==> src/rtl/core/envelope_balance_gain_top_assert.svh <==
// ----------------------------------------------------------------------------
// envelope_balance_gain_top_assert.svh
// Assertion macros for the envelope balance gain block
// ----------------------------------------------------------------------------
`ifndef ENVELOPE_BALANCE_GAIN_TOP_ASSERT_SVH
`define ENVELOPE_BALANCE_GAIN_TOP_ASSERT_SVH

`ifndef SYNTH
// same-cycle implication on clk, off during rst
`define EBG_ASSERT_IMP(label, ante, cons) \
  label: assert property (@(posedge clk) disable iff (rst) (ante) |-> (cons)) \
    else $error("envelope_balance_gain_top: check failed");
// next-cycle implication on clk, off during rst
`define EBG_ASSERT_NXT(label, ante, cons) \
  label: assert property (@(posedge clk) disable iff (rst) (ante) |=> (cons)) \
    else $error("envelope_balance_gain_top: check failed");
`else
`define EBG_ASSERT_IMP(label, ante, cons)
`define EBG_ASSERT_NXT(label, ante, cons)
`endif

`endif

==> src/rtl/core/ebg_pkg.sv <==
// ----------------------------------------------------------------------------
// ebg_pkg
// Shared widths and constants of the envelope balance gain block
// ----------------------------------------------------------------------------
`default_nettype none

package ebg_pkg;

  // sample and envelope widths
  localparam int SAMPLE_WIDTH   = 16;
  localparam int ENVELOPE_WIDTH = 24;

  // smoother pole, Q0.16
  localparam int                  COEF_WIDTH = 16;
  localparam logic [COEF_WIDTH-1:0] COEF_RESET = 16'd65240;

  // fraction bits of the gain
  localparam int GAIN_FRAC = 16;

endpackage

`default_nettype wire

==> src/rtl/core/ebg_in_if.sv <==
// ----------------------------------------------------------------------------
// ebg_in_if
// Input channel: signal and reference sample pair with block-end marker
// ----------------------------------------------------------------------------
`default_nettype none

interface ebg_in_if #(
  parameter int SampleWidth = ebg_pkg::SAMPLE_WIDTH
) ();

  logic                          valid;
  logic                          ready;
  logic signed [SampleWidth-1:0] signal_sample;
  logic signed [SampleWidth-1:0] reference_sample;
  logic                          last_of_block;

  modport source (
    output valid, signal_sample, reference_sample, last_of_block,
    input  ready
  );

  modport sink (
    input  valid, signal_sample, reference_sample, last_of_block,
    output ready
  );

endinterface

`default_nettype wire

==> src/rtl/core/ebg_out_if.sv <==
// ----------------------------------------------------------------------------
// ebg_out_if
// Output channel: balanced sample with clip flag and block-end marker
// ----------------------------------------------------------------------------
`default_nettype none

interface ebg_out_if #(
  parameter int SampleWidth = ebg_pkg::SAMPLE_WIDTH
) ();

  logic                          valid;
  logic                          ready;
  logic signed [SampleWidth-1:0] balanced_sample;
  logic                          saturated;
  logic                          last_out;

  modport source (
    output valid, balanced_sample, saturated, last_out,
    input  ready
  );

  modport sink (
    input  valid, balanced_sample, saturated, last_out,
    output ready
  );

endinterface

`default_nettype wire

==> src/rtl/core/envelope_balance_gain_top.sv <==
// Flow: an accepted beat runs both smoothers, the divider, the gain products and the
//   hand-off; the fractional product and final step are skipped when the sample is
//   zero or the gain alone already clips. No new beat is taken until the result is
//   handed off; the restoring divider retires one quotient bit per cycle (EnvelopeWidth + 16 steps).
// Reset (rst, synchronous): envelopes cleared, smoothing coefficient back to 65240,
//   sequencer idle, no result pending.
// ----------------------------------------------------------------------------
// envelope_balance_gain_top
// Rectify and smooth a signal and a reference, scale the signal by the ratio
// of the two envelopes, saturate; one shared multiplier and a serial divider
// ----------------------------------------------------------------------------
`default_nettype none

module envelope_balance_gain_top #(
  parameter int SampleWidth   = ebg_pkg::SAMPLE_WIDTH,
  parameter int EnvelopeWidth = ebg_pkg::ENVELOPE_WIDTH
) (
  input  logic                            clk,
  input  logic                            rst,
  input  logic                            cfg_wr_en,
  input  logic [ebg_pkg::COEF_WIDTH-1:0]  cfg_wr_data,
  ebg_in_if.sink                          sample_ch,
  ebg_out_if.source                       result_ch
);

  import ebg_pkg::*;

  `include "envelope_balance_gain_top_assert.svh"

  // derived widths
  localparam int ScaleUp   = (EnvelopeWidth >= SampleWidth) ? EnvelopeWidth - SampleWidth : 0;
  localparam int ScaleDown = (SampleWidth > EnvelopeWidth) ? SampleWidth - EnvelopeWidth : 0;
  localparam int MulAW     = (EnvelopeWidth > SampleWidth) ? EnvelopeWidth : SampleWidth;
  localparam int MulBW     = (SampleWidth > COEF_WIDTH + 1) ? SampleWidth : COEF_WIDTH + 1;
  localparam int AccW      = MulAW + MulBW + 1;
  localparam int QuoW      = EnvelopeWidth + GAIN_FRAC;
  localparam int CntW      = $clog2(QuoW);

  localparam logic [COEF_WIDTH:0]      CoefOne   = {1'b1, {COEF_WIDTH{1'b0}}};
  localparam logic [AccW-1:0]          RoundHalf = AccW'(1) << (COEF_WIDTH - 1);
  localparam logic [EnvelopeWidth-1:0] EnvOne    = EnvelopeWidth'(1) << (EnvelopeWidth - 1);
  localparam logic [SampleWidth-1:0]   PosMax    = {1'b0, {(SampleWidth-1){1'b1}}};
  localparam logic [SampleWidth-1:0]   NegMag    = {1'b1, {(SampleWidth-1){1'b0}}};

  typedef enum logic [10:0] {
    S_IDLE = 11'b000_0000_0001,
    S_SE1  = 11'b000_0000_0010,
    S_SE2  = 11'b000_0000_0100,
    S_SE3  = 11'b000_0000_1000,
    S_RE2  = 11'b000_0001_0000,
    S_RE3  = 11'b000_0010_0000,
    S_DIV  = 11'b000_0100_0000,
    S_MHI  = 11'b000_1000_0000,
    S_MLO  = 11'b001_0000_0000,
    S_FIN  = 11'b010_0000_0000,
    S_OUT  = 11'b100_0000_0000
  } state_t;

  // magnitude of a two's complement sample
  function automatic logic [SampleWidth-1:0] abs_val(input logic [SampleWidth-1:0] v);
    return v[SampleWidth-1] ? (~v + SampleWidth'(1)) : v;
  endfunction

  // magnitude to envelope scale, 1.0 at the top envelope bit
  function automatic logic [EnvelopeWidth-1:0] to_env(input logic [SampleWidth-1:0] m);
    logic [SampleWidth+EnvelopeWidth-1:0] w;
    w = ((SampleWidth + EnvelopeWidth)'(m) << ScaleUp) >> ScaleDown;
    return w[EnvelopeWidth-1:0];
  endfunction

  state_t                   state;
  logic [COEF_WIDTH-1:0]    coef;
  logic [EnvelopeWidth-1:0] sig_env;
  logic [EnvelopeWidth-1:0] ref_env;
  logic                     out_valid;

  logic [SampleWidth-1:0]   sig_mag;
  logic [EnvelopeWidth-1:0] sig_mag_e;
  logic [EnvelopeWidth-1:0] ref_mag_e;
  logic                     sig_neg;
  logic                     last_r;

  logic [MulAW-1:0]         mul_a;
  logic [MulBW-1:0]         mul_b;
  logic [MulAW+MulBW-1:0]   mul_p;
  logic [AccW-1:0]          acc;

  logic [QuoW-1:0]          quo;
  logic [EnvelopeWidth:0]   rem;
  logic [EnvelopeWidth-1:0] dvs;
  logic [CntW-1:0]          cnt;

  logic [SampleWidth-1:0]   res_sample;
  logic                     res_sat;
  logic [SampleWidth-1:0]   out_sample;
  logic                     out_sat;
  logic                     out_last;

  logic                     in_beat;
  logic                     out_free;
  logic [AccW-1:0]          sum_w;
  logic [EnvelopeWidth-1:0] env_new;
  logic [EnvelopeWidth:0]   trial;
  logic                     fits;
  logic [EnvelopeWidth:0]   rem_step;
  logic [EnvelopeWidth-1:0] gain_hi;
  logic [GAIN_FRAC-1:0]     gain_lo;
  logic [SampleWidth-1:0]   lim;
  logic                     gh_over;
  logic [AccW-1:0]          prod_w;
  logic                     prod_over;
  logic [SampleWidth-1:0]   fin_mag;
  logic                     fin_sat;
  logic [SampleWidth-1:0]   fin_res;

  // handshakes
  assign in_beat         = sample_ch.valid && sample_ch.ready;
  assign out_free        = !out_valid || result_ch.ready;
  assign sample_ch.ready = (state == S_IDLE);

  assign result_ch.valid           = out_valid;
  assign result_ch.balanced_sample = out_sample;
  assign result_ch.saturated       = out_sat;
  assign result_ch.last_out        = out_last;

  // shared multiplier operand select
  always_comb begin
    unique case (state)
      S_SE1: begin
        mul_a = MulAW'(sig_mag_e);
        mul_b = MulBW'(CoefOne - {1'b0, coef});
      end
      S_SE2: begin
        mul_a = MulAW'(sig_env);
        mul_b = MulBW'(coef);
      end
      S_SE3: begin
        mul_a = MulAW'(ref_mag_e);
        mul_b = MulBW'(CoefOne - {1'b0, coef});
      end
      S_RE2: begin
        mul_a = MulAW'(ref_env);
        mul_b = MulBW'(coef);
      end
      S_MHI: begin
        mul_a = MulAW'(sig_mag);
        mul_b = MulBW'(gain_hi);
      end
      S_MLO: begin
        mul_a = MulAW'(sig_mag);
        mul_b = MulBW'(gain_lo);
      end
      default: begin
        mul_a = '0;
        mul_b = '0;
      end
    endcase
  end

  // smoother sum, rounded and scaled back
  assign sum_w   = acc + AccW'(mul_p);
  assign env_new = sum_w[EnvelopeWidth+COEF_WIDTH-1:COEF_WIDTH];

  // restoring divider step
  assign trial    = {rem[EnvelopeWidth-1:0], quo[QuoW-1]};
  assign fits     = (trial >= {1'b0, dvs});
  assign rem_step = fits ? (trial - {1'b0, dvs}) : trial;

  // gain split and clip limit
  assign gain_hi = quo[QuoW-1:GAIN_FRAC];
  assign gain_lo = quo[GAIN_FRAC-1:0];
  assign lim     = sig_neg ? NegMag : PosMax;
  assign gh_over = (MulAW'(gain_hi) > MulAW'(lim));

  // integer part product plus fractional part product
  assign prod_w    = acc + AccW'(mul_p >> GAIN_FRAC);
  assign prod_over = (prod_w > AccW'(lim));

  // final magnitude, clip flag and sign
  always_comb begin
    if (state == S_MHI) begin
      if (sig_mag == '0) begin
        fin_mag = '0;
        fin_sat = 1'b0;
      end else begin
        fin_mag = lim;
        fin_sat = 1'b1;
      end
    end else if (prod_over) begin
      fin_mag = lim;
      fin_sat = 1'b1;
    end else begin
      fin_mag = prod_w[SampleWidth-1:0];
      fin_sat = 1'b0;
    end
    fin_res = sig_neg ? (~fin_mag + SampleWidth'(1)) : fin_mag;
  end

  // sequencer and state registers
  always_ff @(posedge clk) begin
    if (rst) begin
      state     <= S_IDLE;
      coef      <= COEF_RESET;
      sig_env   <= '0;
      ref_env   <= '0;
      out_valid <= 1'b0;
    end else begin
      if (cfg_wr_en) begin
        coef <= cfg_wr_data;
      end
      // result register: a new result wins over the drain of the old one
      priority if (state == S_OUT && out_free) begin
        out_valid <= 1'b1;
      end else if (result_ch.valid && result_ch.ready) begin
        out_valid <= 1'b0;
      end
      unique case (state)
        S_IDLE: begin
          if (sample_ch.valid) begin
            state <= S_SE1;
          end
        end
        S_SE1: state <= S_SE2;
        S_SE2: state <= S_SE3;
        S_SE3: begin
          sig_env <= env_new;
          state   <= S_RE2;
        end
        S_RE2: state <= S_RE3;
        S_RE3: begin
          ref_env <= env_new;
          state   <= S_DIV;
        end
        S_DIV: begin
          if (cnt == '0) begin
            state <= S_MHI;
          end
        end
        S_MHI: begin
          if (sig_mag == '0 || gh_over) begin
            state <= S_OUT;
          end else begin
            state <= S_MLO;
          end
        end
        S_MLO: state <= S_FIN;
        S_FIN: state <= S_OUT;
        S_OUT: begin
          if (out_free) begin
            state <= S_IDLE;
          end
        end
        default: state <= S_IDLE;
      endcase
    end
  end

  // datapath registers
  always_ff @(posedge clk) begin
    mul_p <= mul_a * mul_b;
    unique case (state)
      S_IDLE: begin
        if (in_beat) begin
          sig_mag   <= abs_val(sample_ch.signal_sample);
          sig_mag_e <= to_env(abs_val(sample_ch.signal_sample));
          ref_mag_e <= to_env(abs_val(sample_ch.reference_sample));
          sig_neg   <= sample_ch.signal_sample[SampleWidth-1];
          last_r    <= sample_ch.last_of_block;
        end
      end
      S_SE2, S_RE2: begin
        acc <= AccW'(mul_p) + RoundHalf;
      end
      S_RE3: begin
        quo <= {env_new, {GAIN_FRAC{1'b0}}};
        rem <= '0;
        dvs <= (sig_env == '0) ? EnvOne : sig_env;
        cnt <= CntW'(QuoW - 1);
      end
      S_DIV: begin
        quo <= {quo[QuoW-2:0], fits};
        rem <= rem_step;
        cnt <= cnt - CntW'(1);
      end
      S_MHI, S_FIN: begin
        res_sample <= fin_res;
        res_sat    <= fin_sat;
      end
      S_MLO: begin
        acc <= AccW'(mul_p);
      end
      S_OUT: begin
        if (out_free) begin
          out_sample <= res_sample;
          out_sat    <= res_sat;
          out_last   <= last_r;
        end
      end
      default: begin
      end
    endcase
  end

  // a beat starts the signal smoother right away
  `EBG_ASSERT_NXT(a_beat_starts, in_beat, state == S_SE1)
  // a new result appears only from the hand-off state
  `EBG_ASSERT_IMP(a_valid_from_out, $rose(result_ch.valid), $past(state == S_OUT))
  // after the last divider step the remainder is below the divisor
  `EBG_ASSERT_IMP(a_div_rem, state == S_MHI, rem < (EnvelopeWidth + 1)'(dvs))
  // a clipped result sits at one of the two bounds
  `EBG_ASSERT_IMP(a_sat_bound, result_ch.valid && result_ch.saturated, (out_sample == PosMax) || (out_sample == NegMag))

endmodule

`default_nettype wire

==> src/flat_wrapper.sv <==
// flat-port wrapper written by rule: the top's interface ports become plain ports
module envelope_balance_gain_top_flat import ebg_pkg::*;
#(
  parameter int SampleWidth   = ebg_pkg::SAMPLE_WIDTH,
  parameter int EnvelopeWidth = ebg_pkg::ENVELOPE_WIDTH
)
  (clk, rst, cfg_wr_en, cfg_wr_data, sample_ch_valid, sample_ch_signal_sample, sample_ch_reference_sample, sample_ch_last_of_block, sample_ch_ready, result_ch_valid, result_ch_balanced_sample, result_ch_saturated, result_ch_last_out, result_ch_ready);
  ebg_in_if #(.SampleWidth(SampleWidth)) sample_ch_i ();
  ebg_out_if #(.SampleWidth(SampleWidth)) result_ch_i ();
  input  logic clk;
  input  logic rst;
  input  logic cfg_wr_en;
  input  logic [ebg_pkg::COEF_WIDTH-1:0] cfg_wr_data;
  input wire logic [$bits(sample_ch_i.valid)-1:0] sample_ch_valid;
  input wire logic [$bits(sample_ch_i.signal_sample)-1:0] sample_ch_signal_sample;
  input wire logic [$bits(sample_ch_i.reference_sample)-1:0] sample_ch_reference_sample;
  input wire logic [$bits(sample_ch_i.last_of_block)-1:0] sample_ch_last_of_block;
  output wire logic [$bits(sample_ch_i.ready)-1:0] sample_ch_ready;
  output wire logic [$bits(result_ch_i.valid)-1:0] result_ch_valid;
  output wire logic [$bits(result_ch_i.balanced_sample)-1:0] result_ch_balanced_sample;
  output wire logic [$bits(result_ch_i.saturated)-1:0] result_ch_saturated;
  output wire logic [$bits(result_ch_i.last_out)-1:0] result_ch_last_out;
  input wire logic [$bits(result_ch_i.ready)-1:0] result_ch_ready;
  assign sample_ch_i.valid = sample_ch_valid;
  assign sample_ch_i.signal_sample = sample_ch_signal_sample;
  assign sample_ch_i.reference_sample = sample_ch_reference_sample;
  assign sample_ch_i.last_of_block = sample_ch_last_of_block;
  assign sample_ch_ready = sample_ch_i.ready;
  assign result_ch_valid = result_ch_i.valid;
  assign result_ch_balanced_sample = result_ch_i.balanced_sample;
  assign result_ch_saturated = result_ch_i.saturated;
  assign result_ch_last_out = result_ch_i.last_out;
  assign result_ch_i.ready = result_ch_ready;
  envelope_balance_gain_top #(.SampleWidth(SampleWidth), .EnvelopeWidth(EnvelopeWidth)) u_core (.clk(clk), .rst(rst), .cfg_wr_en(cfg_wr_en), .cfg_wr_data(cfg_wr_data), .sample_ch(sample_ch_i), .result_ch(result_ch_i));
endmodule
==> config.mk <==
export PLATFORM = sky130hd
export DESIGN_NAME = envelope_balance_gain_top_flat
export DESIGN_NICKNAME = d
export VERILOG_FILES = /design/src/rtl/core/ebg_pkg.sv /design/src/rtl/core/ebg_in_if.sv /design/src/rtl/core/ebg_out_if.sv /design/src/rtl/core/envelope_balance_gain_top.sv /design/src/flat_wrapper.sv
export VERILOG_INCLUDE_DIRS = /design/src /design/src/rtl/core
export SDC_FILE = /design/constraint.sdc
export NUM_CORES = 2
export LEC_CHECK = 0
export ABC_AREA = 1
export BUFFER_PORTS_ARGS = -buffer_cell sky130_fd_sc_hd__buf_2
export CORE_MARGIN = 3
export CORE_UTILIZATION = 60
export CTS_BUF_LIST = sky130_fd_sc_hd__clkbuf_16
export CTS_CLUSTER_DIAMETER = 80
export DETAILED_ROUTE_END_ITERATION = 8
export GPL_TIMING_DRIVEN = 0
export PLACE_DENSITY = 0.85
export SYNTH_ARGS = -nofsm -noshare
export SYNTH_HDL_FRONTEND = slang
export SYNTH_SLANG_ARGS = --single-unit
==> constraint.sdc <==
create_clock -name clk -period 15.2 [get_ports clk]
set_clock_uncertainty 0.1 [all_clocks]
set_input_delay 0.76 -clock clk [delete_from_list [all_inputs] [get_ports clk]]
set_output_delay 0.76 -clock clk [all_outputs]
set_load 0.005 [all_outputs]
==> flow_summary_export.csv <==
group,metric,value,unit
clock_network,cts_root_buf,"clkbuf_16",
sta,setup_viol_count_final,0,
global_route,antenna_found_initial,0,
yosys,synth_top_area_cell,"fa_1",
clock_network,path_clk_slew,0.06,ns
sta,fin_tns_setup,0,ns
placement,dp_hpwl,80800,um
finish,fin_nets,5012,
outcome,run_status,"complete, no violations",
clock_network,cts_buffers,38,
yosys,synth.most_common_cell,"nand2_1",
worst_setup_path,slowest_delay,0.97,ns
sta,final-hold-violation-count,0,
sta,rsz0062_at_grt,"false",
floorplanning,coreArea,54500,sq um
worst_setup_path,cp_max_fo,10,
clock_network,clock_latency,0.57,ns
pwr,power_density,70.9,nW/um^2
worst_setup_path,cp.arrival,10.78,ns
floorplanning,num_rows,85,
sta,fin_hold_ws,0.282,ns
worst_setup_path,path_buf_inv,10,
pwr,power.leakage,18.5,nW
finish,final_cells,5155,
worst_setup_path,r2r_slack,4.79,ns
worst_setup_path,crit_path_top_delay_cell,"o2111ai_1",
worst_setup_path,cp_top_family,"adder cells",
clock_network,ctsLongestPathBuffers,3,
sta,max_slew.worst_pin.slew,1.41,ns
clock_network,cts_setup_buffers,0,
flow_run,cap_violations,0,
detailed_routing,vias_per_cell,5.75,
yosys,synth_common_cells,"nand2_1, inv_1, nor2_1, fa_1, ha_1",
floorplanning,start_util,61.4,%
yosys,synth_cells,4272,
yosys,netlist_area,33400,sq um
detailed_routing,antenna_left,0,
clock_network,htree_levels,2,
global_route,grt_overflow,0,
yosys,syn_nets,4898,
yosys,synth.area.top_cells,"fa_1, edfxtp_1, nand2_1",
placement,globalplace.congestion,1.05,
clock_network,cts.sinks,322,
global_route,grt_usage,33.2,%
worst_setup_path,cp-end-kind,"register",
detailed_routing,num_vias,29600,
finish,fill_cells,4504,
sta,fin_crit,10.41,ns
worst_setup_path,crit_type,"reg -> reg",
sta,relSlewSlack,5.29,%
pwr,p_total,2.56,mW
global_route,grt_max_degree,71,
yosys,synth_warnings,0,
detailed_routing,wl_per_cell,19.1,um
detailed_routing,totalWireLength,98600,um
floorplanning,dieArea,58600,sq um
floorplanning,die_y,242,um
finish,syn2layout_area_growth,8.06,%
detailed_routing,first_pass_iters,6,
global_route,grt_pass1_vias,29000,
detailed_routing,drt_iter0_drc,3254,
global_route,grt_pass1_wl,153000,um
yosys,synth-edff-count,205,
floorplanning,io_pins,74,
yosys,syn_avg_cell_area,7.83,sq um
finish,insertedDiodeCount,0,
yosys,seq_area_frac_synth,25.4,%
floorplanning,die_w,242,um
yosys,ys_async_sr_fraction,0,%
pwr,peakVddDrop,0.0000938,V
placement,io_buffers,72,
sta,slew_violations,0,
yosys,synth_cell_types,61,
worst_setup_path,start_kind,"register",
yosys,synth_top_area_share,19.8,%
sta,fmax,96.0,MHz
clock_network,cts_tree,"built",
detailed_routing,route.detailed.drc,0,
yosys,synthFlopType,"edfxtp_1",
yosys,ys_ff_latch,322,
finish,layout-drive-gt1-share,5.98,%
sta,post-route-period-util,68.5,%
hold_path,hp-class,"in -> reg",
worst_setup_path,cp.required,15.57,ns
placement,dp.cells,5085,
clock_network,cts_hold_buf,0,
clock_network,cts_resized,0,
metrics by stage:
stage	util [%]	instance area, sq um	setup WS (ns)
4_1_cts	66.4	36100	5.08
3_3_place_gp	63.8	34700	5.23
2_1_floorplan	-	33400	7.21
5_1_grt	66.4	36100	4.23
6_report	66.4	36100	4.79
3_5_place_dp	63.9	34800	5.13
layer usage:
metal / share of wire (%) / wire length (um) / GRT usage (%)
met5: 0 / 0 / 0
met4: 6.5 / 6410 / 19.4
met3: 11 / 11200 / 8.02
met2: 45 / 44500 / 52.9
met1: 37 / 36400 / 41.5
where the power goes:
part	internal (mW)	switching (mW)	leakage [nW]	total, mW
combinational	0.161	0.395	15.2	0.556
clock	0.582	0.391	0.683	0.973
sequential	0.993	0.0399	2.70	1.03
worst paths after layout:
path,start,endpoint,cells past startpoint
min reg2reg,u_core.res_sample[2]$_DFFE_PP_,u_core.result_ch.balanced_sample[2]$_DFFE_PP_,0
max reg2reg,u_core.state[3]$_SDFFE_PP0P_,u_core.mul_p[36]$_DFF_P_,37
max,u_core.state[3]$_SDFFE_PP0P_,u_core.mul_p[36]$_DFF_P_,37
min,sample_ch_last_of_block,u_core.last_r$_DFFE_PP_,1
area by class of cell:
| cell class | count | area (sq um) | area share (%) |
|---|---|---|---|
| Buffer | 123 | 522 | 1.44 |
| Clock buffer | 41 | 1030 | 2.84 |
| Clock inverter | 29 | 314 | 0.869 |
| Inverter | 908 | 3410 | 9.44 |
| Multi-Input combinational cell | 2919 | 21000 | 58.2 |
| Sequential cell | 322 | 8500 | 23.5 |
| Tap cell | 739 | 925 | 2.56 |
| Timing Repair Buffer | 74 | 408 | 1.13 |
registers in the layout, indices dropped and copies added, names as in the netlist, 16 cells and up:
name                              count
u_core.mul_p                         41
u_core.sig_env                       24
u_core.coef                          16
u_core.result_ch.balanced_sample     16
u_core.ref_mag_e                     16
u_core.dvs                           24
u_core.quo                           40
u_core.ref_env                       24
u_core.res_sample                    16
u_core.rem                           24
u_core.sig_mag_e                     16
u_core.acc                           42
cell families after synthesis:
family | after synthesis | share of synthesized area [%]
and+or+nand+nor | 1681 | 21.4
buffers and inverters | 1031 | 11.7
adders and majority gates | 572 | 28.8
AOI/OAI and AO/OA | 534 | 9.12
DFF | 322 | 25.4
xor gates and xnor gates | 132 | 3.46
cell usage in the layout (no fill, tap or decap), types with 22 or more instances in the layout:
| cell type | synthesis | layout |
|---|---|---|
| xnor2_1 | 61 | 61 |
| inv_1 | 882 | 887 |
| a31oi_1 | 28 | 28 |
| nand2_1 | 932 | 931 |
| xor2_1 | 71 | 71 |
| a21oi_1 | 218 | 218 |
| edfxtp_1 | 205 | 205 |
| o21ai_0 | 145 | 145 |
| fa_1 | 331 | 331 |
| clkbuf_1 | 84 | 84 |
| nand4_1 | 44 | 44 |
| o21ai_1 | 22 | 22 |
| clkbuf_16 | 0 | 41 |
| ha_1 | 241 | 241 |
| nor4_1 | 24 | 23 |
| nor2_1 | 395 | 393 |
| nand3_1 | 151 | 151 |
| o211ai_1 | 40 | 40 |
| nor3_1 | 37 | 37 |
| dfxtp_1 | 117 | 117 |
| buf_2 | 26 | 99 |
(Power assumes the default switching activity.)
